===== src/design/radio_ping_pong_link_tester_core_assert.svh =====
// ----------------------------------------------------------------------------
// radio_ping_pong_link_tester_core_assert.svh
// assertion macros shared by the link tester rtl
// ----------------------------------------------------------------------------
`ifndef RADIO_PING_PONG_LINK_TESTER_CORE_ASSERT_SVH
`define RADIO_PING_PONG_LINK_TESTER_CORE_ASSERT_SVH

// same-cycle implication, sampled on clock, off during reset
`define RPPLT_ASSERT_NOW(label, ante, cons, msg) \
   label: assert property (@(posedge clock) disable iff (reset) (ante) |-> (cons)) \
      else $error(msg);

// next-cycle implication, sampled on clock, off during reset
`define RPPLT_ASSERT_NEXT(label, ante, cons, msg) \
   label: assert property (@(posedge clock) disable iff (reset) (ante) |=> (cons)) \
      else $error(msg);

`endif


===== src/design/rpplt_pkg.sv =====
// ----------------------------------------------------------------------------
// rpplt_pkg
// types and constants of the ping-pong link tester
// ----------------------------------------------------------------------------
`default_nettype none

package rpplt_pkg;

   // configuration register indexes
   typedef enum logic [1:0] {
      CSR_PING_PERIOD = 2'd0,
      CSR_PONG_DELAY  = 2'd1,
      CSR_GUARD       = 2'd2,
      CSR_SETUP_OK    = 2'd3
   } csr_index_type;

   localparam int CSR_DATA_W = 16;

   // configuration reset values
   localparam logic [15:0] PING_PERIOD_RST = 16'd1000;
   localparam logic [15:0] PONG_DELAY_RST  = 16'd400;
   localparam logic [7:0]  GUARD_RST       = 8'd5;
   localparam logic        SETUP_OK_RST    = 1'b1;

   // protocol states
   typedef enum logic [3:0] {
      ST_INIT            = 4'd0,
      ST_M_SEND_PING     = 4'd1,
      ST_M_PING_DONE     = 4'd2,
      ST_M_START_RX_PONG = 4'd3,
      ST_M_RX_PONG       = 4'd4,
      ST_S_START_RX_PING = 4'd5,
      ST_S_RX_PING       = 4'd6,
      ST_S_SEND_PONG     = 4'd7,
      ST_S_PONG_DONE     = 4'd8,
      ST_ERROR           = 4'd9
   } state_type;

   // radio commands
   typedef enum logic [2:0] {
      CMD_NONE      = 3'd0,
      CMD_CONFIGURE = 3'd1,
      CMD_PING      = 3'd2,
      CMD_PONG      = 3'd3,
      CMD_RECEIVE   = 3'd4,
      CMD_STANDBY   = 3'd5
   } cmd_type;

   // indicator pulses
   typedef enum logic [1:0] {
      IND_NONE  = 2'd0,
      IND_TX    = 2'd1,
      IND_RX_OK = 2'd2
   } ind_type;

   // item operations and payload classes
   localparam logic       OP_POLL   = 1'b0;
   localparam logic       OP_STOP   = 1'b1;
   localparam logic [1:0] KIND_PING = 2'd0;
   localparam logic [1:0] KIND_PONG = 2'd1;

   localparam logic ROLE_MASTER = 1'b0;
   localparam logic ROLE_SLAVE  = 1'b1;

   typedef struct packed {
      logic [15:0] ping_period;
      logic [15:0] pong_delay;
      logic [7:0]  guard;
      logic        setup_ok;
   } cfg_type;

   typedef struct packed {
      logic               operation;
      logic [31:0]        now_ms;
      logic               irq_pending;
      logic [31:0]        irq_time_ms;
      logic               flag_tx_done;
      logic               flag_rx_done;
      logic               flag_rx_timeout;
      logic               flag_crc_error;
      logic [1:0]         payload_kind;
      logic signed [7:0]  rssi_dbm;
   } item_type;

   typedef struct packed {
      state_type          state;
      logic               role;
      logic [31:0]        tx_instant;
      logic [31:0]        rx_instant;
      logic [31:0]        tx_cnt;
      logic [31:0]        ok_cnt;
      logic [31:0]        wrong_cnt;
      logic [31:0]        to_cnt;
      logic signed [7:0]  rssi;
   } ctx_type;

   typedef struct packed {
      cmd_type  cmd;
      logic     clear_irq;
      ind_type  indicator;
      logic     fetch_stats;
   } act_type;

endpackage

`default_nettype wire


===== src/design/rpplt_csr.sv =====
// ----------------------------------------------------------------------------
// rpplt_csr
// configuration registers of the link tester
// ----------------------------------------------------------------------------
`default_nettype none

module rpplt_csr (
   input  wire logic                          clock,
   input  wire logic                          reset,
   input  wire logic                          csr_wr_en,
   input  wire logic [1:0]                    csr_index,
   input  wire logic [rpplt_pkg::CSR_DATA_W-1:0] csr_wdata,
   output rpplt_pkg::cfg_type                 cfg
);
   import rpplt_pkg::*;

   cfg_type cfg_ff;
   cfg_type cfg_in;

   // register write decode
   always_comb begin
      cfg_in = cfg_ff;
      if (csr_wr_en) begin
         case (csr_index_type'(csr_index))
            CSR_PING_PERIOD: cfg_in.ping_period = csr_wdata;
            CSR_PONG_DELAY:  cfg_in.pong_delay  = csr_wdata;
            CSR_GUARD:       cfg_in.guard       = csr_wdata[7:0];
            CSR_SETUP_OK:    cfg_in.setup_ok    = csr_wdata[0];
            default:         cfg_in = cfg_ff;
         endcase
      end
   end

   always_ff @(posedge clock) begin
      if (reset) begin
         cfg_ff.ping_period <= PING_PERIOD_RST;
         cfg_ff.pong_delay  <= PONG_DELAY_RST;
         cfg_ff.guard       <= GUARD_RST;
         cfg_ff.setup_ok    <= SETUP_OK_RST;
      end else begin
         cfg_ff <= cfg_in;
      end
   end

   assign cfg = cfg_ff;

endmodule

`default_nettype wire


===== src/design/rpplt_step.sv =====
// ----------------------------------------------------------------------------
// rpplt_step
// one protocol step: next state, radio actions and context update
// ----------------------------------------------------------------------------
`default_nettype none

module rpplt_step (
   input  wire rpplt_pkg::cfg_type  cfg,
   input  wire rpplt_pkg::item_type item,
   input  wire rpplt_pkg::ctx_type  ctx_cur,
   output rpplt_pkg::ctx_type  ctx_nxt,
   output rpplt_pkg::act_type  act
);
   import rpplt_pkg::*;

   logic [15:0] ping_win;
   logic [15:0] pong_win;
   logic [31:0] since_tx;
   logic [31:0] since_rx;
   logic [31:0] rx_anchor;
   logic        ping_due;
   logic        pong_rx_due;
   logic        pong_wait_over;
   logic        ping_wait_over;
   logic        slave_wait_over;
   logic        pong_due;
   logic        is_stop;
   logic        rx_good;
   logic        tx_irq;
   logic        is_ping;
   logic        is_pong;
   cmd_type     send_cmd;
   state_type   state_in;
   logic        inc_tx;
   logic        inc_ok;
   logic        inc_wrong;
   logic [1:0]  inc_to;

   // receive windows, period or delay minus guard saturating at zero
   assign ping_win = (cfg.ping_period > {8'd0, cfg.guard}) ?
                     (cfg.ping_period - {8'd0, cfg.guard}) : 16'd0;
   assign pong_win = (cfg.pong_delay > {8'd0, cfg.guard}) ?
                     (cfg.pong_delay - {8'd0, cfg.guard}) : 16'd0;

   // elapsed times, modulo 2^32
   assign since_tx = item.now_ms - ctx_cur.tx_instant;
   assign since_rx = item.now_ms - ctx_cur.rx_instant;

   // slave give-up window runs from the rx instant as this step leaves it
   assign rx_anchor = (rx_good && is_ping) ? item.irq_time_ms : ctx_cur.rx_instant;

   assign ping_due        = since_tx > {16'd0, cfg.ping_period};
   assign pong_rx_due     = since_tx > {16'd0, pong_win};
   assign pong_wait_over  = since_tx > {16'd0, ping_win};
   assign ping_wait_over  = since_rx > {16'd0, ping_win};
   assign slave_wait_over = (item.now_ms - rx_anchor) > {15'd0, ping_win, 1'b0};
   assign pong_due        = since_rx > {16'd0, cfg.pong_delay};

   // item decode
   assign is_stop  = item.operation == OP_STOP;
   assign rx_good  = item.irq_pending && item.flag_rx_done && !item.flag_crc_error;
   assign tx_irq   = item.irq_pending && item.flag_tx_done;
   assign is_ping  = item.payload_kind == KIND_PING;
   assign is_pong  = item.payload_kind == KIND_PONG;
   assign send_cmd = ctx_cur.role ? CMD_PONG : CMD_PING;

   // next protocol state
   always_comb begin
      state_in = ctx_cur.state;
      if (is_stop) begin
         state_in = ST_INIT;
      end else begin
         case (ctx_cur.state)
            ST_INIT: begin
               state_in = cfg.setup_ok ? ST_M_SEND_PING : ST_ERROR;
            end
            ST_M_SEND_PING: begin
               if (ping_due) state_in = ST_M_PING_DONE;
            end
            ST_M_PING_DONE: begin
               if (tx_irq) state_in = ST_M_RX_PONG;
            end
            ST_M_START_RX_PONG: begin
               if (pong_rx_due) state_in = ST_M_RX_PONG;
            end
            ST_M_RX_PONG: begin
               if (item.irq_pending) begin
                  if (rx_good) begin
                     state_in = is_ping ? ST_S_SEND_PONG : ST_M_SEND_PING;
                  end
                  if (item.flag_rx_timeout) state_in = ST_M_SEND_PING;
               end else if (pong_wait_over) begin
                  state_in = ST_M_SEND_PING;
               end
            end
            ST_S_START_RX_PING: begin
               if (ping_wait_over) state_in = ST_S_RX_PING;
            end
            ST_S_RX_PING: begin
               if (rx_good && is_ping) state_in = ST_S_SEND_PONG;
               if (rx_good && is_pong) state_in = ST_M_SEND_PING;
               if (item.irq_pending && item.flag_rx_timeout) state_in = ST_M_SEND_PING;
               if (slave_wait_over) state_in = ST_M_SEND_PING;
            end
            ST_S_SEND_PONG: begin
               if (pong_due) state_in = ST_S_PONG_DONE;
            end
            ST_S_PONG_DONE: begin
               if (tx_irq) state_in = ST_S_RX_PING;
            end
            default: state_in = ctx_cur.state;
         endcase
      end
   end

   // radio actions of the step
   always_comb begin
      act = '{cmd: CMD_NONE, clear_irq: 1'b0, indicator: IND_NONE, fetch_stats: 1'b0};
      if (is_stop) begin
         act.cmd = CMD_STANDBY;
      end else begin
         case (ctx_cur.state)
            ST_INIT: act.cmd = CMD_CONFIGURE;
            ST_M_SEND_PING, ST_S_SEND_PONG: begin
               if ((ctx_cur.state == ST_M_SEND_PING) ? ping_due : pong_due) begin
                  act.cmd       = send_cmd;
                  act.indicator = IND_TX;
               end
            end
            ST_M_PING_DONE: begin
               act.clear_irq = item.irq_pending;
               if (tx_irq) begin
                  act.fetch_stats = 1'b1;
                  act.cmd         = CMD_RECEIVE;
               end
            end
            ST_M_START_RX_PONG: begin
               if (pong_rx_due) act.cmd = CMD_RECEIVE;
            end
            ST_M_RX_PONG: begin
               act.clear_irq = item.irq_pending;
               if (rx_good && is_pong) act.indicator = IND_RX_OK;
               if (!item.irq_pending && pong_wait_over) act.cmd = CMD_STANDBY;
            end
            ST_S_START_RX_PING: begin
               if (ping_wait_over) act.cmd = CMD_RECEIVE;
            end
            ST_S_RX_PING: begin
               act.clear_irq = item.irq_pending;
               if (rx_good && is_ping) act.indicator = IND_RX_OK;
               if (slave_wait_over) act.cmd = CMD_STANDBY;
            end
            ST_S_PONG_DONE: begin
               if (tx_irq) begin
                  act.clear_irq   = 1'b1;
                  act.fetch_stats = 1'b1;
                  act.cmd         = CMD_RECEIVE;
               end
            end
            default: act.cmd = CMD_NONE;
         endcase
      end
   end

   // counter increments, instants, role and rssi
   always_comb begin
      inc_tx    = 1'b0;
      inc_ok    = 1'b0;
      inc_wrong = 1'b0;
      inc_to    = 2'd0;
      ctx_nxt   = ctx_cur;
      if (!is_stop) begin
         case (ctx_cur.state)
            ST_INIT: begin
               if (cfg.setup_ok) ctx_nxt.tx_instant = item.now_ms;
            end
            ST_M_PING_DONE: begin
               if (tx_irq) begin
                  inc_tx             = 1'b1;
                  ctx_nxt.tx_instant = item.irq_time_ms;
               end
            end
            ST_M_RX_PONG: begin
               if (item.irq_pending) begin
                  if (item.flag_crc_error) inc_wrong = 1'b1;
                  if (rx_good) begin
                     ctx_nxt.rssi = item.rssi_dbm;
                     if (is_pong) begin
                        inc_ok = 1'b1;
                     end else if (is_ping) begin
                        ctx_nxt.rx_instant = ctx_cur.tx_instant;
                        ctx_nxt.role       = ROLE_SLAVE;
                     end else begin
                        inc_wrong = 1'b1;
                     end
                  end
                  if (item.flag_rx_timeout) inc_to = 2'd1;
               end else if (pong_wait_over) begin
                  inc_to = 2'd1;
               end
            end
            ST_S_RX_PING: begin
               if (item.irq_pending && item.flag_crc_error) inc_wrong = 1'b1;
               if (rx_good) begin
                  ctx_nxt.rssi = item.rssi_dbm;
                  if (is_ping) begin
                     ctx_nxt.rx_instant = item.irq_time_ms;
                     inc_ok             = 1'b1;
                  end else if (is_pong) begin
                     ctx_nxt.tx_instant = item.irq_time_ms;
                     ctx_nxt.role       = ROLE_MASTER;
                  end else begin
                     inc_wrong = 1'b1;
                  end
               end
               // a timeout flag and an expired window may both count
               if (item.irq_pending && item.flag_rx_timeout) begin
                  ctx_nxt.tx_instant = item.irq_time_ms;
                  ctx_nxt.role       = ROLE_MASTER;
                  inc_to             = inc_to + 2'd1;
               end
               if (slave_wait_over) begin
                  ctx_nxt.tx_instant = item.irq_time_ms;
                  ctx_nxt.role       = ROLE_MASTER;
                  inc_to             = inc_to + 2'd1;
               end
            end
            ST_S_PONG_DONE: begin
               if (tx_irq) inc_tx = 1'b1;
            end
            default: inc_tx = 1'b0;
         endcase
      end
      ctx_nxt.state = state_in;
      if (is_stop) begin
         ctx_nxt.tx_cnt    = 32'd0;
         ctx_nxt.ok_cnt    = 32'd0;
         ctx_nxt.wrong_cnt = 32'd0;
         ctx_nxt.to_cnt    = 32'd0;
      end else begin
         ctx_nxt.tx_cnt    = ctx_cur.tx_cnt + {31'd0, inc_tx};
         ctx_nxt.ok_cnt    = ctx_cur.ok_cnt + {31'd0, inc_ok};
         ctx_nxt.wrong_cnt = ctx_cur.wrong_cnt + {31'd0, inc_wrong};
         ctx_nxt.to_cnt    = ctx_cur.to_cnt + {30'd0, inc_to};
      end
   end

endmodule

`default_nettype wire


===== src/design/radio_ping_pong_link_tester_core.sv =====
// ----------------------------------------------------------------------------
// radio_ping_pong_link_tester_core
// ping-pong link-test sequencer for a packet radio
// ----------------------------------------------------------------------------
// Usage:
//  - req_* carries one poll or stop item per transfer (valid/ready). Each
//    item produces exactly one result transfer on rsp_* (valid/ready) with
//    the radio command, indicator pulse, role, flags and the four counters.
//  - an accepted item waits in the input register; the step logic
//    runs between it and the result register, so rsp_valid rises when
//    the item moves from the input register into the result register.
//  - throughput is one item per cycle: the input register hands its item
//    to the result register whenever that is empty or being taken, and the
//    protocol context is updated at that same edge.
//  - if the receiver stalls, the result register holds and the input
//    register keeps one further item; req_ready drops once both are full.
//  - csr_* writes a configuration register; write it only when no item
//    is in flight.
//  - reset (synchronous) empties both registers, loads the default
//    configuration, puts the protocol in init as master and clears the
//    counters, instants and held rssi.
// ----------------------------------------------------------------------------
`default_nettype none

module radio_ping_pong_link_tester_core (
   input  wire logic                             clock,
   input  wire logic                             reset,
   // item channel
   input  wire logic                             req_valid,
   output      logic                             req_ready,
   input  wire logic                             req_operation,
   input  wire logic [31:0]                      req_now_ms,
   input  wire logic                             req_irq_pending,
   input  wire logic [31:0]                      req_irq_time_ms,
   input  wire logic                             req_flag_tx_done,
   input  wire logic                             req_flag_rx_done,
   input  wire logic                             req_flag_rx_timeout,
   input  wire logic                             req_flag_crc_error,
   input  wire logic [1:0]                       req_payload_kind,
   input  wire logic signed [7:0]                req_rssi_dbm,
   // result channel
   output      logic                             rsp_valid,
   input  wire logic                             rsp_ready,
   output      logic [2:0]                       rsp_radio_command,
   output      logic                             rsp_clear_irq,
   output      logic [1:0]                       rsp_indicator,
   output      logic                             rsp_fetch_stats,
   output      logic                             rsp_role,
   output      logic                             rsp_state_changed,
   output      logic                             rsp_error,
   output      logic [31:0]                      rsp_tx_count,
   output      logic [31:0]                      rsp_rx_ok_count,
   output      logic [31:0]                      rsp_rx_wrong_count,
   output      logic [31:0]                      rsp_rx_timeout_count,
   output      logic signed [7:0]                rsp_held_rssi,
   // configuration port
   input  wire logic                             csr_wr_en,
   input  wire logic [1:0]                       csr_index,
   input  wire logic [rpplt_pkg::CSR_DATA_W-1:0] csr_wdata
);
   import rpplt_pkg::*;

   `include "radio_ping_pong_link_tester_core_assert.svh"

   cfg_type  cfg;
   item_type item_ff;
   logic     in_valid_ff;
   logic     in_valid_in;
   logic     rsp_valid_ff;
   logic     rsp_valid_in;
   ctx_type  ctx_ff;
   ctx_type  ctx_in;
   act_type  act_in;
   act_type  act_ff;
   logic     changed_ff;
   logic     out_free;
   logic     advance;
   logic     req_fire;

   rpplt_csr u_csr (
      .clock     (clock),
      .reset     (reset),
      .csr_wr_en (csr_wr_en),
      .csr_index (csr_index),
      .csr_wdata (csr_wdata),
      .cfg       (cfg)
   );

   rpplt_step u_step (
      .cfg     (cfg),
      .item    (item_ff),
      .ctx_cur (ctx_ff),
      .ctx_nxt (ctx_in),
      .act     (act_in)
   );

   // transfer control between input and result registers
   assign out_free     = !rsp_valid_ff || rsp_ready;
   assign advance      = in_valid_ff && out_free;
   assign req_ready    = !in_valid_ff || out_free;
   assign req_fire     = req_valid && req_ready;
   assign in_valid_in  = (in_valid_ff && !advance) || req_fire;
   assign rsp_valid_in = advance || (rsp_valid_ff && !rsp_ready);

   // valid flags
   always_ff @(posedge clock) begin
      if (reset) begin
         in_valid_ff  <= 1'b0;
         rsp_valid_ff <= 1'b0;
      end else begin
         in_valid_ff  <= in_valid_in;
         rsp_valid_ff <= rsp_valid_in;
      end
   end

   // input register
   always_ff @(posedge clock) begin
      if (req_fire) begin
         item_ff.operation       <= req_operation;
         item_ff.now_ms          <= req_now_ms;
         item_ff.irq_pending     <= req_irq_pending;
         item_ff.irq_time_ms     <= req_irq_time_ms;
         item_ff.flag_tx_done    <= req_flag_tx_done;
         item_ff.flag_rx_done    <= req_flag_rx_done;
         item_ff.flag_rx_timeout <= req_flag_rx_timeout;
         item_ff.flag_crc_error  <= req_flag_crc_error;
         item_ff.payload_kind    <= req_payload_kind;
         item_ff.rssi_dbm        <= req_rssi_dbm;
      end
   end

   // protocol context, updated as a step moves to the result register
   always_ff @(posedge clock) begin
      if (reset) begin
         ctx_ff.state      <= ST_INIT;
         ctx_ff.role       <= ROLE_MASTER;
         ctx_ff.tx_instant <= 32'd0;
         ctx_ff.rx_instant <= 32'd0;
         ctx_ff.tx_cnt     <= 32'd0;
         ctx_ff.ok_cnt     <= 32'd0;
         ctx_ff.wrong_cnt  <= 32'd0;
         ctx_ff.to_cnt     <= 32'd0;
         ctx_ff.rssi       <= 8'sd0;
      end else if (advance) begin
         ctx_ff <= ctx_in;
      end
   end

   // result register
   always_ff @(posedge clock) begin
      if (advance) begin
         act_ff     <= act_in;
         changed_ff <= ctx_in.state != ctx_ff.state;
      end
   end

   // counters, role and rssi come straight from the context
   assign rsp_valid            = rsp_valid_ff;
   assign rsp_radio_command    = act_ff.cmd;
   assign rsp_clear_irq        = act_ff.clear_irq;
   assign rsp_indicator        = act_ff.indicator;
   assign rsp_fetch_stats      = act_ff.fetch_stats;
   assign rsp_role             = ctx_ff.role;
   assign rsp_state_changed    = changed_ff;
   assign rsp_error            = ctx_ff.state == ST_ERROR;
   assign rsp_tx_count         = ctx_ff.tx_cnt;
   assign rsp_rx_ok_count      = ctx_ff.ok_cnt;
   assign rsp_rx_wrong_count   = ctx_ff.wrong_cnt;
   assign rsp_rx_timeout_count = ctx_ff.to_cnt;
   assign rsp_held_rssi        = ctx_ff.rssi;

   // checks
   `RPPLT_ASSERT_NEXT(a_ctx_hold_on_stall, rsp_valid_ff && !rsp_ready, $stable(ctx_ff), "context moved while result stalled")
   `RPPLT_ASSERT_NEXT(a_stop_clears, advance && item_ff.operation == OP_STOP, rsp_radio_command == CMD_STANDBY && rsp_tx_count == 32'd0 && rsp_rx_ok_count == 32'd0 && rsp_rx_wrong_count == 32'd0 && rsp_rx_timeout_count == 32'd0 && ctx_ff.state == ST_INIT, "stop item did not clear counters")
   `RPPLT_ASSERT_NEXT(a_changed_flag, advance, rsp_state_changed == (ctx_ff.state != $past(ctx_ff.state)), "state change flag mismatch")
   `RPPLT_ASSERT_NOW(a_error_sticky, rsp_valid_ff && rsp_error && advance && item_ff.operation == OP_POLL, ctx_in.state == ST_ERROR, "error state left without stop")

endmodule

`default_nettype wire

===== config.mk =====
export PLATFORM = sky130hd
export DESIGN_NAME = radio_ping_pong_link_tester_core
export DESIGN_NICKNAME = d
export VERILOG_FILES = /design/src/design/rpplt_pkg.sv /design/src/design/rpplt_csr.sv /design/src/design/rpplt_step.sv /design/src/design/radio_ping_pong_link_tester_core.sv
export VERILOG_INCLUDE_DIRS = /design/src /design/src/design
export SDC_FILE = /design/constraint.sdc
export NUM_CORES = 1
export LEC_CHECK = 0
export BUFFER_PORTS_ARGS = -buffer_cell sky130_fd_sc_hd__buf_4
export CORE_MARGIN = 3
export CORE_UTILIZATION = 64
export CTS_BUF_LIST = sky130_fd_sc_hd__clkbuf_8
export DETAILED_ROUTE_END_ITERATION = 10
export PLACE_DENSITY = 0.85
export REMOVE_ABC_BUFFERS = 1
export SLEW_MARGIN = 15
export SYNTH_ARGS = -nofsm -noshare
export SYNTH_HDL_FRONTEND = slang
export SYNTH_HIERARCHICAL = 1
export SYNTH_SLANG_ARGS = --single-unit

===== constraint.sdc =====
create_clock -name clock -period 16.45 [get_ports clock]
set_input_delay 3.29 -clock clock [delete_from_list [all_inputs] [get_ports clock]]
set_output_delay 3.29 -clock clock [all_outputs]
set_load 0.01 [all_outputs]

After elaboration in Yosys (flattened, before gate mapping)
Index checks and enable logic that the tools add are counted.

Register bits after elaboration: 336. Word-level logic and storage cells: 201.

Add/sub/neg operators: 10. Magnitude comparators: 8. Equal/unequal tests: 25. Muxes and demuxes: 89. Bitwise gates (word level): 1. Reduce and logical (&&, ||, !) cells: 38.

Operator list (count): 32-bit two-way mux (8); 32-bit by 16-bit > comparator with 1-bit output (5); 33-bit two-way mux (4); 128-bit two-way mux (1); 32-bit by 1-bit adder with 32-bit output (3); 32-bit case mux with 3 select lines (1); 32-bit subtractor (3); 4-bit two-way mux (17); 65-bit two-way mux (1); 32-bit case mux with 2 select lines (1); 4-bit case mux with 9 select lines (1); 32-bit by 2-bit adder with 32-bit output (1); 16-bit by 8-bit > comparator with 1-bit output (2); 32-bit by 17-bit > comparator with 1-bit output (1); 16-bit two-way mux (2); 16-bit by 8-bit subtractor with 16-bit output (2); 1-bit two-way mux (29); 3-bit case mux with 8 select lines (1); 3-bit two-way mux (7); 4-bit by 3-bit equality test with 1-bit output, second input constant (4); 8-bit two-way mux (2); 8-bit case mux with 2 select lines (1); 2-bit two-way mux (7); 1-bit logical AND (12); 28 further kinds (55).

Longest topological paths before layout
Gate-level depths: netlist of run 1.

Depth in word-level cells: 11. Depth in mapped cells: 37. Gate-level depth less buffers: 36.

Modules after synthesis
Netlist of run 1, hierarchy kept.

Modules (own cells, without submodules): rpplt_step (instances 1, cells each 2191, area each 14352.5 um2, sequential area each 0.0 um2); radio_ping_pong_link_tester_core (instances 1, cells each 1130, area each 12912.4 um2, sequential area each 6786.5 um2); rpplt_csr (instances 1, cells each 164, area each 1695.4 um2, sequential area each 820.8 um2).

Worst setup path before layout of run 1
Ideal clock, no wire load.

Path kind: input-to-reg. Start point: input rsp_ready. End point: register item_ff[0] in the netlist's numbering, enable pin. Arrival: 7226 ps. Data required time: 15905 ps. Setup slack: 8679 ps. Stages: 2. Path buffers: 0. Path through: nor2b_4 a21oi_1.

Cells in the longest elaborated chain, start to end: 3.

RTL lines: start, declared (line radio_ping_pong_link_tester_core.sv:43) `input wire logic rsp_ready,`; 1-bit logical OR (line radio_ping_pong_link_tester_core.sv:98) `assign out_free = !rsp_valid_ff || rsp_ready;`; 1-bit logical OR (line radio_ping_pong_link_tester_core.sv:100) `assign req_ready = !in_valid_ff || out_free;`; 1-bit logical AND (line radio_ping_pong_link_tester_core.sv:101) `assign req_fire = req_valid && req_ready;`; via req_fire (line radio_ping_pong_link_tester_core.sv:78) `logic req_fire;`; end, declared (line radio_ping_pong_link_tester_core.sv:66) `item_type item_ff;`.

The timed path passes the listed nets, and every way through them passes these cells. A chain may end at the register's enable or synchronous reset.

==> metrics.md, run 1 <==
| Metric | Value |
|---|---|
| Unique masters post-synth | 83 |
| First-pass GRT wire length | 117400 um |
| CTS H-tree lvls | 2 |
| Part of the cycle the worst path needs | 47.12% |
| Slew headroom | 29.28% |
| EDFF count, synth | 88 |
| Clock latency on the worst-skew pair | 0.66 ns |
| Remaining global-route overflow | 0 |
| Final setup violating endpoints | 0 |
| WP data arrival | 8.26 ns |
| Postcts setup bufs | 0 |
| DP HPWL | 54470 um |
| WL final | 73660 um |
| FILL cells | 3543 |
| Final core occ | 70.30% |
| Warnings from Yosys | 6 |
| Die Ht | 218.7 um |
| Worst clock skew | 0.02330 ns |
| Ys async rst share | 0% |
| Hold Fails Final Rpt | 0 |
| CP max-delay cell | nor3_1 |
| Yosys reg bits | 336 |
| Sequential cell area fraction in the yosys report | 26.27% |
| Gate Count Post-Synth | 3485 |
| CP Max Fanout | 33 |
| Routed len/inst | 17.78 um |
| Reg clk slew, reported paths | 0.07 ns |
| Row count | 77 |
| Final ANT Viol Nets | 0 |
| Max Freq | 0.1290 GHz |
| Worst EP required | 16.96 ns |
| DR vias | 24730 |
| Fin worst setup slack | 8.699 ns |
| CP Class | flop to flop |
| GRT Total Usage | 29.68% |
| Hold WS | 0.4877 ns |
| Slack of the worst reg-to-reg path | 8.70 ns |
| GP Congestion | 0.9832 |
| Type of the most critical hold path | flop to flop |
| CP max stage delay | 0.62 ns |
| Clock buffer depth | 3 |
| Mapped cell area | 0.02896 mm^2 |
| CP endpoint kind | flop |
| Total power | 2.257 mW |
| Peak supply drop | 0.00008704 V |
| Ports | 251 |
| Cell area after layout | 0.03122 mm^2 |
| Hold Buf Count CTS | 0 |
| Yosys top cell by area | dfxtp_1 |
| Area grow syn2layout | 7.807% |
| Root buf cell | clkbuf_8 |
| Crit path launch | item_ff[46] |
| Initial antenna violation count | 2 |
| Worst Setup Slack post-DPL | 8.850 ns |
| # DRC | 0 |
| Crit path time final | 7.751 ns |
| Post-route insts no fill | 4142 |
| Largest net degree at the start of global routing | 166 |
| Actual slew at the worst max-slew pin | 1.034 ns |
| Placed cell count | 4034 |
| Top post-synthesis cells by area | dfxtp_1 17%, mux2i_1 11%, nand2b_1 10% |
| Via-to-Cell Ratio | 5.970 |
| Starting Density | 65.21% |
| 1st-pass router iterations | 6 |
| Die Width | 218.7 um |
| Top-area cell type share of the netlist area | 17.14% |
| Placed inst area | 0.02987 mm^2 |
| Critical R2R Launch | item_ff[46] |
| Final nets | 3826 |
| Fraction of final layout cells sized beyond drive strength 1 | 11.07% |
| Vias in the first global route | 22960 |
| Max_cap viols | 0 |
| FF-to-FF End | rsp_rx_timeout_count[31] |
| Die ar. | 0.04784 mm^2 |
| Status | finished clean |
| Core Footprint | 0.04441 mm^2 |
| Mapped Avg Cell Area | 8.310 um^2 |
| Drt initial violations | 2332 |
| RSZ-0062 raised after global routing | false |
| Reg2Reg Depth | 32 |
| Cts repair resizes | 0 |
| Top FF cell, synth | dfxtp_1 |
| Static Leak | 12.02 nW |
| IO buf count | 250 |
| CTS tree | yes |
| Power per cell area | 72.28 mW/mm^2 |
| TNS Setup | 0 ns |
| Startpoint type of the worst setup path | flop |
| Crit path to | rsp_rx_timeout_count[31] |
| Max Transition Viols Final | 0 |
| CTS Sinks | 336 |
| HP Start | u_csr/cfg[8] |
| CTS Buf Count | 59 |
[final cells by class]
type                       count  area, um^2  area share, %
antenna                        1       2.502       0.008015
timing repair buffer         268        2019          6.468
clock inverter                37       380.4          1.218
tap                          592       740.7          2.372
inverter                     144       540.5          1.731
sequential                   336        7609          24.37
clock buffer                  70       963.4          3.086
multi-input combinational   2694       18970          60.75
[power breakdown]
| group | total, mW | leakage, nW | switching (mW) | internal [mW] |
|---|---|---|---|---|
| registers | 0.894 | 2.86 | 0.0237 | 0.870 |
| logic | 0.482 | 8.41 | 0.279 | 0.203 |
| clock network | 0.881 | 0.745 | 0.368 | 0.513 |
| total | 2.26 | 12.0 | 0.671 | 1.59 |
[cell usage after synthesis, types with 15 or more instances]
| library cell | n |
|---|---|
| nand2b_1 | 477 |
| mux2i_1 | 314 |
| nor2_1 | 266 |
| dfxtp_1 | 248 |
| ha_1 | 214 |
| nand2_1 | 205 |
| a21oi_1 | 202 |
| inv_1 | 144 |
| buf_4 | 141 |
| xor2_1 | 123 |
| clkbuf_1 | 118 |
| o21ai_0 | 103 |
| edfxtp_1 | 88 |
| nand3_1 | 83 |
| xnor2_1 | 75 |
| nand4_1 | 68 |
| a21o_1 | 55 |
| and2_1 | 47 |
| nor3_1 | 43 |
| and3_1 | 41 |
| nor2b_1 | 38 |
| a221o_1 | 33 |
| or3_1 | 29 |
| buf_2 | 25 |
| o21a_1 | 24 |
| buf_6 | 20 |
| o211ai_1 | 20 |
| a211oi_1 | 16 |
| nor4_1 | 16 |
| mux2_2 | 15 |
[worst max-delay path: cells and delay by family (launching register included)]
kind	cells	cell delay, ns
flops	1	0.51
buf+inv	1	0.48
simple gates	16	3.47
xor+xnor	2	0.30
fa+ha+maj	4	1.29
mux	1	0.06
compound gates	8	1.39
[cell usage in the layout (no fill, tap or decap), types with 75 or more instances in the layout]
cell,n
a21oi_1,201
buf_4,267
dfxtp_1,247
edfxtp_1,88
ha_1,214
inv_1,158
mux2i_1,314
nand2_1,205
nand2b_1,477
nand3_1,83
nor2_1,265
o21ai_0,103
xnor2_1,75
xor2_1,123
[registers in the layout (all words and copies together) (netlist names)]
signal and cells:
u_csr/cfg 41, ctx_ff 68, rsp_role 1, rsp_rx_ok_count 32, rsp_fetch_stats 1, item_ff 80
rsp_clear_irq 1, rsp_rx_wrong_count 32, rsp_indicator 2, in_valid_ff 1, rsp_rx_timeout_count 32, rsp_valid 1
rsp_radio_command 3, rsp_state_changed 1, rsp_held_rssi 8, rsp_tx_count 32
[cell families (layout without fill, tap and decap cells)]
family,Yosys count,in the layout,share of synthesized area [%]
and+or+nand+nor,1362,1362,25.21
AOI/OAI and AO/OA,585,585,13.09
buffers and inverters,455,519,8.351
DFF,336,336,26.27
muxes,329,329,11.44
adders and majority gates,220,220,9.660
xor gates and xnor gates,198,198,5.988
other,0,1,0
[routing by layer]
layer	share of wire, %	track usage (%)	wire (um)
met1	43	38.74	31450
met2	46	48.26	33840
met3	7.2	5.409	5289
met5	0.018	0	13
met4	4.2	12.79	3079
[worst min-delay path by stage]
stage	endpoint	slack, ns	cells past startpoint
after floorplan	u_csr/cfg[8]	0.45	2
after global placement	u_csr/cfg[5]	0.46	2
after detailed placement	u_csr/cfg[8]	0.47	2
after CTS	u_csr/cfg[36]	0.49	2
after global routing	u_csr/cfg[36]	0.50	2
final	u_csr/cfg[8]	0.49	2
(Power assumes the default switching activity.)
==> run 2: changes to the inputs <==
Settings changed: CORE_UTILIZATION 64 to 57, PLACE_DENSITY 0.85 to 0.8.
Clock period 16.45 ns to 6.4 ns, I/O delays scaled along.
==> run 2 against run 1 <==
Effect of this change: utilization fell by 5.1 points; first-iteration DRC count fell by 8.3%; routed wire length rose by 5.2%; via count rose by 1.4%; die area rose by 12%; fmax rose by 23%; critical path type unchanged; critical endpoint is now rsp_rx_timeout_count[22]; largest cell class unchanged; highest routed layer is now met4.
==> metrics.md, run 2 (synthesis results as in run 1) <==
| Metric | Value |
|---|---|
| Status | finished clean |
| Worst clock skew | 0.05001 ns |
| Peak supply drop | 0.0001850 V |
| Final core occ | 65.22% |
| Total power | 5.598 mW |
| Fraction of final layout cells sized beyond drive strength 1 | 14.89% |
| Switch Pwr | 1.755 mW |
| CP max-delay cell | or4_1 |
| Switching Fraction | 31.35% |
| IO buf count | 250 |
| Placed inst area | 0.03062 mm^2 |
| CP Class | flop to flop |
| Comb pwr share | 23.8% |
| Hold depth | 2 |
| WL final | 77480 um |
| Post-route insts no fill | 4326 |
| First-pass GRT wire length | 121700 um |
| Worst EP required | 6.99 ns |
| CTS H-tree lvls | 2 |
| Type of the most critical hold path | flop to flop |
| Drt initial violations | 2138 |
| Die Width | 231.4 um |
| CP endpoint kind | flop |
| Final setup violating endpoints | 0 |
| Vias in the first global route | 23160 |
| RSZ-0062 raised after global routing | true |
| Leading cell types in the layout, fill and taps excluded | 476 x nand2b_1, 364 x buf_4, 313 x mux2i_1 |
| Initial antenna violation count | 3 |
| GP Congestion | 1.021 |
| Max Transition Viols Final | 0 |
| Fin worst setup slack | 0.07751 ns |
| Clock power share | 35.2% |
| Clock latency on the worst-skew pair | 0.69 ns |
| Slew headroom | 26.23% |
| Hold Fails Final Rpt | 0 |
| Die Ht | 231.4 um |
| Final ANT Viol Nets | 0 |
| WP data arrival | 6.91 ns |
| Final nets | 3933 |
| Startpoint type of the worst setup path | flop |
| Crit path time final | 6.322 ns |
| Worst Setup Slack post-DPL | -0.09908 ns |
| Root buf cell | clkbuf_8 |
| Largest net degree at the start of global routing | 213 |
| # DRC | 0 |
| Commonest non-fill, non-tap cell in the layout | nand2b_1 |
| Starting Density | 58.44% |
| Power per cell area | 173.2 mW/mm^2 |
| DR vias | 25070 |
| Row count | 81 |
| Crit path to | rsp_rx_timeout_count[22] |
| Core Footprint | 0.04956 mm^2 |
| Via-to-Cell Ratio | 5.794 |
| Max_cap viols | 0 |
| Die ar. | 0.05355 mm^2 |
| Hold Buf Count CTS | 0 |
| CTS tree | yes |
| CP dominant cell by count | nand2_2 |
| CP Max Fanout | 3 |
| Actual slew at the worst max-slew pin | 1.104 ns |
| Sequential share of power | 41.0% |
| GRT Total Usage | 27.51% |
| Max reg flops | 80 |
| FF-to-FF End | rsp_rx_timeout_count[22] |
| Cell area after layout | 0.03232 mm^2 |
| Area grow syn2layout | 11.60% |
| CTS Buf Count | 58 |
| Placed cell count | 4185 |
| CTS Sinks | 336 |
| Reg2Reg Depth | 33 |
| P_int | 3.843 mW |
| Static Leak | 12.51 nW |
| Max Freq | 0.1582 GHz |
| 1st-pass router iterations | 5 |
| Routed len/inst | 17.91 um |
| Slack of the worst reg-to-reg path | 0.08 ns |
| Reg clk slew, reported paths | 0.06 ns |
| Crit path launch | item_ff[10] |
| CP max stage delay | 0.48 ns |
| Largest register by flop count | item_ff |
| DP HPWL | 56980 um |
| Ports | 251 |
| Remaining global-route overflow | 0 |
| Critical R2R Launch | item_ff[10] |
| Clock buffer depth | 3 |
| Part of the cycle the worst path needs | 98.79% |
==> run 2: changes by cell type in the layout (fill, tap and decap cells not counted), moves of 7 or more <==
cell | before | now
a21oi_2 | 1 | 13
inv_1 | 158 | 167
nand2_1 | 205 | 195
ha_1 | 214 | 207
buf_4 | 267 | 364
clkbuf_8 | 70 | 62
nand2_2 | 0 | 9
a21oi_1 | 201 | 189
==> run 2: power groups by stage <==
stage	clock, mW	sequential [mW]	combinational (mW)
floorplan	0	2.33	0.931
global placement	0	2.34	1.24
detailed placement	0	2.34	1.26
CTS	2.03	2.29	1.28
global route	2.13	2.30	1.46
finish	1.97	2.30	1.33
==> run 2: layout make-up <==
| class | count | area [um^2] |
|---|---|---|
| clock buffer | 62 | 853.3 |
| timing repair buffer | 376 | 2919 |
| clock inverter | 47 | 299.0 |
| inverter | 144 | 540.5 |
| tap | 664 | 830.8 |
| sequential | 336 | 7609 |
| multi-input combinational | 2694 | 19260 |
| antenna | 3 | 7.507 |
| fill | 4144 | 17240 |
==> run 2: critical path: cells and delay by family, from the launching register on <==
kind                     cells  cell delay, ns
flip-flops                   1            0.38
XOR/XNOR                     2            0.22
multiplexers                 1            0.12
adder cells (fa/ha/maj)      6            1.63
AO/OA/AOI/OAI                3            0.64
buffers and inverters        3            0.41
AND/OR/NAND/NOR             18            2.85
==> run 2: worst min path at each step <==
stage	slack [ns]	end	from
6_report	0.48	u_csr/cfg[8]	u_csr/cfg[8]
5_1_grt	0.51	u_csr/cfg[2]	u_csr/cfg[2]
4_1_cts	0.48	u_csr/cfg[8]	u_csr/cfg[8]
3_5_place_dp	0.47	u_csr/cfg[8]	u_csr/cfg[8]
3_3_place_gp	0.46	u_csr/cfg[8]	u_csr/cfg[8]
2_1_floorplan	0.45	u_csr/cfg[8]	u_csr/cfg[8]
==> run 2: routing by layer <==
metal,up-vias,part of all wire [%],track usage [%]
met1,11770,45,37.71
met3,171,5.6,3.441
met2,790,46,44.57
met4,0,3.7,10.01
li1,12330,-,-
met5,-,0,0
==> run 2: what timing repair did <==
item	4_1_cts	5_1_grt
setup buffers	10	19
pin swaps	11	41
setup endpoints to repair	24	61
gates resized for setup	18	60
==> run 2: stage by stage <==
step                hold slack (ns)  setup TNS [ns]
global route                 0.5107          -3.415
detailed placement           0.4705         -0.5382
floorplan                    0.4513        -1937.86
CTS                          0.4825               0
finish                       0.4810               0
global placement             0.4628        -0.06486
==> run 3: changes to the inputs <==
Settings changed: CELL_PAD_IN_SITES_DETAIL_PLACEMENT set to 2, CELL_PAD_IN_SITES_GLOBAL_PLACEMENT set to 2, CORE_UTILIZATION 57 to 34, PLACE_DENSITY 0.8 to unset, PLACE_DENSITY_LB_ADDON set to 0.1.
==> run 3 against run 2 <==
Effect of this change: the run now ends with negative setup slack left; first-iteration DRC count is 43% lower; global-route usage shrank 3.9 points; sequential cell count unchanged; critical endpoint is now rsp_rx_timeout_count[29]; via count increased by 4.7%; utilization shrank 25 points; fmax fell by 3.9%; largest cell class unchanged; worst hold slack improved by 0.0055 ns; sequential power about the same; critical path depth up 3.
==> metrics.md, run 3 (synthesis results as in run 1) <==
| Metric | Value |
|---|---|
| Status | finished, violations left |
| Failing checks | negative setup slack |
| CP endpoint kind | flop |
| CTS Buf Count | 70 |
| Worst EP required | 6.98 ns |
| Placed cell count | 4752 |
| Comb pwr share | 25.4% |
| Cell area after layout | 0.03404 mm^2 |
| # DRC | 0 |
| Max Freq | 0.1520 GHz |
| Routed len/inst | 22.08 um |
| Part of the cycle the worst path needs | 102.8% |
| Vias in the first global route | 29010 |
| Slack of the worst reg-to-reg path | -0.18 ns |
| GP Congestion | 0.8914 |
| P_int | 4.027 mW |
| Type of the most critical hold path | flop to flop |
| CP max stage delay | 0.52 ns |
| Sequential share of power | 38.0% |
| Die ar. | 0.08871 mm^2 |
| CP dominant cell by count | buf_6 |
| Slew headroom | 25.90% |
| Drt initial violations | 1224 |
| Row count | 106 |
| Die Ht | 297.9 um |
| IO buf count | 250 |
| Fraction of final layout cells sized beyond drive strength 1 | 18.11% |
| Final core occ | 40.54% |
| Largest net degree at the start of global routing | 203 |
| Ports | 251 |
| Register area | 0.007611 mm^2 |
| CP Class | flop to flop |
| Post-route insts no fill | 4930 |
| HP Start | u_csr/cfg[2] |
| DR vias | 26240 |
| Placed inst area | 0.03194 mm^2 |
| Fin worst setup slack | -0.1808 ns |
| Area grow syn2layout | 17.53% |
| Die Width | 297.9 um |
| FF-to-FF End | rsp_rx_timeout_count[29] |
| Starting Density | 34.50% |
| Switch Pwr | 2.025 mW |
| WP data arrival | 7.16 ns |
| Commonest non-fill, non-tap cell in the layout | nand2b_1 |
| Max Transition Viols Final | 0 |
| Max reg flops | 80 |
| Root buf cell | clkbuf_8 |
| Core Footprint | 0.08395 mm^2 |
| DP HPWL | 81670 um |
| Largest register by flop count | item_ff |
| GRT Total Usage | 23.64% |
| Final ANT Viol Nets | 0 |
| Clock latency on the worst-skew pair | 0.67 ns |
| Crit path launch | item_ff[10] |
| Reg2Reg Depth | 36 |
| CP max-delay cell | or4_4 |
| CP Max Fanout | 6 |
| Peak supply drop | 0.0001298 V |
| Remaining global-route overflow | 0 |
| Worst clock skew | 0.01907 ns |
| CTS Sinks | 336 |
| Actual slew at the worst max-slew pin | 1.107 ns |
| Startpoint type of the worst setup path | flop |
| CTS H-tree lvls | 3 |
| Max_cap viols | 0 |
| Area of the multi-input gates | 0.01933 mm^2 |
| Clock buffer depth | 3 |
| Crit path time final | 6.581 ns |
| WL final | 108800 um |
| Clock power share | 36.6% |
| Worst Hold End | u_csr/cfg[2] |
| First-pass GRT wire length | 168500 um |
| Reg clk slew, reported paths | 0.06 ns |
| Final nets | 4061 |
| Via-to-Cell Ratio | 5.322 |
| Switching Fraction | 33.46% |
| Final setup violating endpoints | 21 |
| Hold Fails Final Rpt | 0 |
| Leading cell types in the layout, fill and taps excluded | 476 x nand2b_1, 475 x buf_4, 310 x mux2i_1 |
| CTS tree | yes |
| Initial antenna violation count | 6 |
| Power per cell area | 177.8 mW/mm^2 |
| Static Leak | 13.25 nW |
| RSZ-0062 raised after global routing | true |
| Hold depth | 2 |
| FILL cells | 9421 |
| 1st-pass router iterations | 5 |
| Critical R2R Launch | item_ff[10] |
-- run 3: changes by cell type in the layout (fill, tap and decap cells not counted), sizes merged --
| cell | change |
|---|---|
| buf | +116 |
| clkbuf | +16 |
| inv | +2 |
| clkinvlp | +1 |
| bufinv | -3 |
| clkinv | +2 |
-- run 3: through the flow --
stage               hold slack [ns]  total power, mW  setup TNS, ns  setup slack (ns)
floorplan                    0.4513            3.261       -1937.86            -9.104
global route                 0.5156            6.396         -14.69           -0.7118
finish                       0.4864            6.052         -2.179           -0.1808
detailed placement           0.4780            3.812         -11.18           -0.5293
CTS                          0.4858            6.138        -0.6831          -0.09600
global placement             0.4646            3.735         -4.533           -0.2736
-- run 3: worst max-delay path by stage --
stage                                          end
after detailed placement  rsp_rx_timeout_count[30]
after floorplan                        ctx_ff[136]
after global placement    rsp_rx_timeout_count[23]
after global routing      rsp_rx_timeout_count[26]
final                     rsp_rx_timeout_count[29]
after CTS                 rsp_rx_timeout_count[31]
-- run 3: layout make-up --
| type | count | area share [%] |
|---|---|---|
| clock inverters | 49 | 0.6874 |
| flip-flops and latches | 336 | 22.36 |
| diodes | 3 | 0.02206 |
| inverters | 144 | 1.588 |
| clock buffers | 78 | 3.154 |
| repair buffers | 492 | 11.23 |
| multi-input cells | 2694 | 56.79 |
| well taps | 1134 | 4.169 |
-- run 3: worst max-delay path, delay by kind of cell (launching register included) --
family | cells | cell delay, ns
mux | 2 | 0.41
xor+xnor | 2 | 0.29
flops | 1 | 0.38
simple gates | 14 | 2.20
buf+inv | 8 | 1.17
compound gates | 6 | 1.02
fa+ha+maj | 4 | 1.06
-- run 3: power groups by stage --
stage | Sequential [mW] | Clock [mW] | Combinational (mW)
after floorplan | 2.33 | 0 | 0.931
after global placement | 2.34 | 0 | 1.40
after detailed placement | 2.34 | 0 | 1.47
after CTS | 2.30 | 2.32 | 1.52
after global routing | 2.30 | 2.41 | 1.68
final | 2.30 | 2.22 | 1.54
-- run 3: per-layer routing --
layer / vias up / routed length [um] / track usage, %
met4: 2 / 2564 / 5.643
met2: 368 / 55260 / 43.38
met5: - / 13 / 0
met1: 13160 / 47780 / 29.15
li1: 12580 / - / -
met3: 132 / 3222 / 3.119
-- run 3: timing repair --
item / CTS / global route
setup buffers: 37 / 12
hold buffers: 0 / 0
endpoints found under the setup margin: 33 / 65
cloned: 1 / 0
gates resized for setup: 57 / 42
pin swaps: 39 / 26
